===== config.mk =====
export PLATFORM = sky130hd
export DESIGN_NAME = pip_parity
export DESIGN_NICKNAME = d
export VERILOG_FILES = /design/src/pip_pkg.sv /design/src/pip_parity.sv
export SDC_FILE = /design/constraint.sdc
export NUM_CORES = 1
export LEC_CHECK = 0
export BUFFER_PORTS_ARGS = -buffer_cell sky130_fd_sc_hd__clkbuf_2
export CELL_PAD_IN_SITES_DETAIL_PLACEMENT = 1
export CELL_PAD_IN_SITES_GLOBAL_PLACEMENT = 2
export CORE_ASPECT_RATIO = 0.6
export CORE_MARGIN = 2
export CORE_UTILIZATION = 20
export CTS_CLUSTER_DIAMETER = 60
export CTS_CLUSTER_SIZE = 14
export DETAILED_ROUTE_END_ITERATION = 12
export GPL_ROUTABILITY_DRIVEN = 1
export PLACE_DENSITY = 0.8
export REMOVE_ABC_BUFFERS = 1
export SETUP_SLACK_MARGIN = 0.2
export SLEW_MARGIN = 20
export SYNTH_ARGS = -nofsm -noshare
export SYNTH_HDL_FRONTEND = slang
export SYNTH_SLANG_ARGS = --single-unit

===== constraint.sdc =====
create_clock -name clk -period 1.5 [get_ports clk]
set_input_delay 0.225 -clock clk [delete_from_list [all_inputs] [get_ports clk]]
set_output_delay 0.225 -clock clk [all_outputs]
set_load 0.02 [all_outputs]

===== src/pip_pkg.sv =====
`timescale 1ns / 1ps
// Shared types and constants for the point-in-polygon test block.
// No dependencies; imported by every module under src.
package pip_pkg;

	localparam int OUT_TDATA_W = 8;

	typedef struct packed {
		logic straddle;
		logic d_neg;
	} pip_edge_t;

endpackage


===== src/pip_parity.sv =====
`timescale 1ns / 1ps
// Crossing compare, parity register and result register with its handshake.
// Depends on pip_pkg.
module pip_parity #(
	parameter int COORD_WIDTH = 16
) (
	input  logic                              clk,
	input  logic                              arst_n,
	input  logic                              valid_s2,
	input  logic                              last_s2,
	input  pip_pkg::pip_edge_t                e1_s2,
	input  pip_pkg::pip_edge_t                e2_s2,
	input  logic signed [2*COORD_WIDTH+1:0]   lhs1_s2,
	input  logic signed [2*COORD_WIDTH+1:0]   rhs1_s2,
	input  logic signed [2*COORD_WIDTH+1:0]   lhs2_s2,
	input  logic signed [2*COORD_WIDTH+1:0]   rhs2_s2,
	output logic                              fire_s2,
	output logic                              m_tvalid,
	input  logic                              m_tready,
	output logic [pip_pkg::OUT_TDATA_W-1:0]   m_tdata  // bit 0: inside_res
);
	import pip_pkg::*;

	logic parity_q;
	logic out_valid_q;
	logic inside_q;
	logic t1;
	logic t2;
	logic parity_next;
	logic out_free;

	always_comb begin
		t1 = e1_s2.straddle && (e1_s2.d_neg ? (lhs1_s2 >= rhs1_s2) : (lhs1_s2 <= rhs1_s2));
		t2 = e2_s2.straddle && (e2_s2.d_neg ? (lhs2_s2 >= rhs2_s2) : (lhs2_s2 <= rhs2_s2));
		parity_next = parity_q ^ t1 ^ t2;
		out_free = !out_valid_q || m_tready;
		fire_s2 = valid_s2 && (!last_s2 || out_free);
	end

	always_ff @(posedge clk or negedge arst_n) begin
		if (!arst_n) begin
			parity_q    <= 1'b0;
			out_valid_q <= 1'b0;
			inside_q    <= 1'b0;
		end else begin
			if (fire_s2) begin
				parity_q <= last_s2 ? 1'b0 : parity_next;
			end
			if (fire_s2 && last_s2) begin
				out_valid_q <= 1'b1;
				inside_q    <= parity_next;
			end else if (m_tready) begin
				out_valid_q <= 1'b0;
			end
		end
	end

	assign m_tvalid = out_valid_q;
	assign m_tdata  = OUT_TDATA_W'(inside_q);

	a_parity_clear : assert property (@(posedge clk) disable iff (!arst_n)
		(fire_s2 && last_s2) |=> (!parity_q && out_valid_q))
		else $error("parity not cleared after a closing item");

	a_parity_hold : assert property (@(posedge clk) disable iff (!arst_n)
		!valid_s2 |=> $stable(parity_q))
		else $error("parity changed with no item in stage two");

	a_result_taken : assert property (@(posedge clk) disable iff (!arst_n)
		$fell(out_valid_q) |-> $past(m_tready))
		else $error("result dropped without a handshake");

endmodule


After elaboration in Yosys (flattened, before gate mapping). Index checks and enable logic that the tools add are counted.

Register bits after elaboration: 3. Output and inout port bits: 10. Input port bits: 145. Word-level logic and storage cells: 23.

Reduce and logical (&&, ||, !) cells: 9. Magnitude comparators: 4. Bitwise logic cells: 2. Mux-type cells: 5.

Operators with widths (count): 34-bit greater-or-equal comparator (2); 34-bit <= comparator (2); 1-bit 2-to-1 mux (5); 1-bit logical AND (4); 1-bit logical NOT (2); 1-bit logical OR (2); 2-bit nonzero test (1); 1-bit XOR (2).

Depth between registers and ports, before layout.
Depth in word-level cells: 6. Mapped depth: 11. Depth with buffers taken out: 11.

Worst setup path after synthesis. No wires, ideal clock.

Kind: input port to flip-flop. From: input rhs2_s2[19]. To: register parity_q. Data required time: 1.414 ns. Library setup time: 0.086 ns. Buffers on the path: 0. Setup slack: -1.016 ns. Arrival: 2.430 ns. Stages: 11. Cell sequence: inv_1 -> ha_1 -> a21o_1 -> a221o_1 -> a221oi_2 -> a21o_2 -> a31o_2 -> o311ai_2 -> xnor2_1 -> or4b_1 -> o211ai_2.

Longest elaborated chain between the ends: 5. Elaborated cells between the ends (all ways): 6. Classes of those cells: 2 x order compare; 2 x mux; 1 x bitwise; 1 x reduce/logical.

Ends and longest elaborated chain: start, declared (line pip_parity.sv:16) `input logic signed [2*COORD_WIDTH+1:0] rhs2_s2,`; 34-bit <= comparator or 34-bit greater-or-equal comparator (tied branches) (line pip_parity.sv:34) `t2 = e2_s2.straddle && (e2_s2.d_neg ? (lhs2_s2 >= rhs2_s2) : (lhs2_s2 <= rhs2_s2));`; 1-bit 2-to-1 mux * (line pip_parity.sv:34); 1-bit logical AND * (line pip_parity.sv:34); 1-bit XOR * (line pip_parity.sv:35) `parity_next = parity_q ^ t1 ^ t2;`; 1-bit 2-to-1 mux * (line pip_parity.sv:47) `parity_q <= last_s2 ? 1'b0 : parity_next;`; end signal, assigned (line pip_parity.sv:47); end, declared (line pip_parity.sv:24) `logic parity_q;`.

Mark *: on every way between the ends. The rest lies on a longest branch, timed or not. A chain may end at the register's enable or synchronous reset.

Final worst setup path.
From: input rhs2_s2[21]. To: register inside_q.

Longest elaborated chain between the ends: 4. Elaborated cells between the ends (all ways): 5. Classes of those cells: 2 x order compare; 1 x mux; 1 x bitwise; 1 x reduce/logical.

Ends and longest elaborated chain: 34-bit <= comparator or 34-bit greater-or-equal comparator (tied branches) (line pip_parity.sv:34); 1-bit 2-to-1 mux * (line pip_parity.sv:34); 1-bit logical AND * (line pip_parity.sv:34); 1-bit XOR * (line pip_parity.sv:35); end signal, assigned (line pip_parity.sv:51) `inside_q <= parity_next;`; end, declared (line pip_parity.sv:26) `logic inside_q;`.

Marks and branches as above.

==> summary.md <==
| Metric | Value |
|---|---|
| Run status | finished with violations |
| Failing checks | setup timing |
| Predominant post-synthesis flop cell | dfrtp_1 |
| Util after Layout | 34.6% |
| Via Count | 2,548 |
| Final ANT Viol Nets | 0 |
| CTS tree | yes |
| Syn Area/Cell | 7.43 µm² |
| Cell mode on critical path | xnor2_2 |
| Synth warnings | 0 |
| Critical R2R Launch | m_tvalid |
| Global route overflow | 0 |
| R2R depth | 3 |
| # IOs | 155 |
| Register Area | 75.1 µm² |
| Period minus WS final | 2.44 ns |
| Cell variety after synth | 45 |
| Max H-tree Level | 1 |
| Dominant cell type by area after synthesis | ha_1 |
| Num CTS Buffers | 3 |
| Site Rows | 28 |
| CTS root buf | clkbuf_16 |
| First-pass detailed-route iteration total | 4 |
| Peak VDD IR | 372 µV |
| Slew Viols, Final | 0 |
| RSZ-0062 raised after global routing | true |
| DR vias/cell | 4.33 |
| Crit end category | flip-flop |
| # setup viols final | 2 |
| Final hold violations | 0 |
| Worst slack, placed | -1.30 ns |
| Crit Path Max Fanout | 3 |
| Synth top cells by count | inv_1, ha_1, a21oi_1 |
| Largest stage delay on the critical path | 0.39 ns |
| Max Clock Skew | 0.00172 ns |
| Setup crit start | rhs2_s2[21] |
| Remaining DRCs | 0 |
| Asr flop ratio synth | 100% |
| Initial DRC Count | 25 |
| Die height | 83.1 µm |
| Startpoint Class | input pin |
| Count leader, synth | inv_1 |
| Dpl cells | 578 |
| Starting density of the core | 20.8% |
| CP Data Required Time | 1.60 ns |
| Number of synthesized flops with an enable pin | 0 |
| Max_cap viols | 0 |
| Critical Path, Cell by Cell | buf_6, inv_4, ha_4, and2_4, a221o_1, a221oi_4, a21o_2, a31o_4, o311ai_4, xnor2_2, buf_4, xnor2_2, mux2_4 |
| Startpoint of the worst hold path | valid_s2 |
| Global Route Usage Sum | 13.5% |
| Die Area | 0.0113 mm² |
| Number of I/O port buffers | 147 |
| Core footprint | 0.0100 mm² |
| CP max-delay cell | a221oi_4 |
| Post-route setup slack | -0.944 ns |
| Layout Nets | 668 |
| Hold Crit Class | in -> reg |
| CTS Buffer Depth | 2 |
| FILL cells | 1,278 |
| Final Power | 1540 µW |
| Antenna violations before repair | 0 |
| Mapped cell area | 0.00209 mm² |
| Yosys reg bits | 3 |
| CTS Sinks | 3 |
| DPL Wire Length | 7180 µm |
| Synth top area share | 40.8% |
| Ratio of cells with drive above 1 in the final layout | 46.5% |
| Cells after Synth | 281 |
| Final worst-path cycle share | 163% |
| Die Width | 136 µm |
| Clock latency at the later pin of the worst-skew pair | 0.22 ns |
| Most area-consuming cells after synthesis | ha_1, inv_1, a21oi_1, nand4_1, dfrtp_1 |
| WL final | 7940 µm |
| Pwr dens | 444 mW/mm² |
| Type of the worst setup path | in -> reg |
| CP Capture Point | inside_q |
| Clk pin slew, worst setup/hold paths | 0.03 ns |
| Largest net degree at the start of global routing | 5 |
| R2r endpoint | inside_q |
| Leak pwr | 0.00209 µW |
| Ant. Diodes | 0 |
| Critical path arrival | 2.55 ns |
| Vias in the first global route | 2,776 |
| Setup TNS | -1.89 ns |
| WL/cell | 13.5 µm |
| Area growth, synth to finish | 66.2% |
| Worst R2R Setup Slack | 0.35 ns |
| Fmax | 409 MHz |
| Area taken by multi-input logic gates | 0.00194 mm² |
| Register area share after synthesis | 3.60% |
| Routability cong. | 0.770 |
| Global-route wire length before repair | 12,700 µm |
| Fin cells | 589 |
## what timing repair did
item | CTS | global route
endpoints found under the setup margin | 3 | 3
pin swaps | 11 | 15
setup buffers | 4 | 2
gates resized for setup | 15 | 28
hold buffers | 1 | 0
hold endpoints to repair | 3 | 0
## worst min path at each step
| stage | cells past startpoint | endpoint | slack, ns |
|---|---|---|---|
| floorplan | 0 | inside_q | -0.07 |
| global placement | 1 | m_tvalid | 0.04 |
| detailed placement | 1 | m_tvalid | 0.04 |
| CTS | 3 | m_tvalid | 0.30 |
| global route | 3 | m_tvalid | 0.32 |
| finish | 3 | m_tvalid | 0.30 |
## per-layer routing
metal / GRT usage (%) / wire length (µm) / share of wire, %
met1: 18.2 / 3760 / 47
met2: 23.2 / 3810 / 48
met3: 2.14 / 294 / 3.7
met4: 1.70 / 70 / 0.88
met5: 0 / 0 / 0
## sequential cells by signal (all words and copies together), names as in the netlist
| register | cells |
|---|---|
| m_tvalid | 1 |
| inside_q | 1 |
| parity_q | 1 |
## logic make-up after synthesis
family / synth area share, %
xor gates and xnor gates: 1.26
AOI/OAI and AO/OA: 19.7
other: 0.180
buffers and inverters: 15.8
and+or+nand+nor: 18.1
adders and majority gates: 40.8
DFF: 3.60
muxes: 0.540
## where the power goes
part	internal, µW	total, µW	leakage, µW	switching (µW)
Sequential	110	135	0.0000370	24.8
Combinational	513	984	0.00201	471
Clock	350	420	0.0000382	69.6
Total	973	1540	0.00209	566
## placed cells by master, fill, tap and decap left out, types with 2 or more instances in the layout
| cell | count |
|---|---|
| clkbuf_2 | 144 |
| inv_1 | 65 |
| ha_1 | 61 |
| buf_4 | 23 |
| a21oi_1 | 21 |
| nand4_1 | 14 |
| nand2_1 | 12 |
| nand3_1 | 9 |
| a21o_1 | 8 |
| nor2_1 | 7 |
| ha_4 | 7 |
| conb_1 | 7 |
| inv_2 | 6 |
| o21ai_0 | 6 |
| and4_1 | 3 |
| nand2b_1 | 3 |
| clkbuf_16 | 3 |
| buf_6 | 3 |
| dfrtp_1 | 3 |
| nor2b_1 | 2 |
| and3_1 | 2 |
| nor3_1 | 2 |
| o21ai_1 | 2 |
| a211oi_1 | 2 |
| a31o_4 | 2 |
| xnor2_2 | 2 |
## stage by stage
| step | hold slack, ns | cell area (µm²) |
|---|---|---|
| floorplan | -0.0706 | 2050 |
| global placement | 0.0356 | 3080 |
| detailed placement | 0.0419 | 3080 |
| CTS | 0.299 | 3310 |
| global route | 0.319 | 3470 |
| finish | 0.295 | 3470 |
## worst max-delay path, delay by kind of cell
| family | cells | cell delay [ns] |
|---|---|---|
| compound gates | 5 | 1.14 |
| xor+xnor | 2 | 0.28 |
| fa+ha+maj | 1 | 0.19 |
| buf+inv | 3 | 0.28 |
| mux | 1 | 0.25 |
| simple gates | 1 | 0.15 |
## final cells by class
class | count | share of cell area (%)
Multi-Input combinational cell | 204 | 55.8
Timing Repair Buffer | 171 | 27.0
Inverter | 72 | 7.86
Tap cell | 135 | 4.87
Clock buffer | 4 | 2.27
Sequential cell | 3 | 2.16
(Power assumes the default switching activity.)
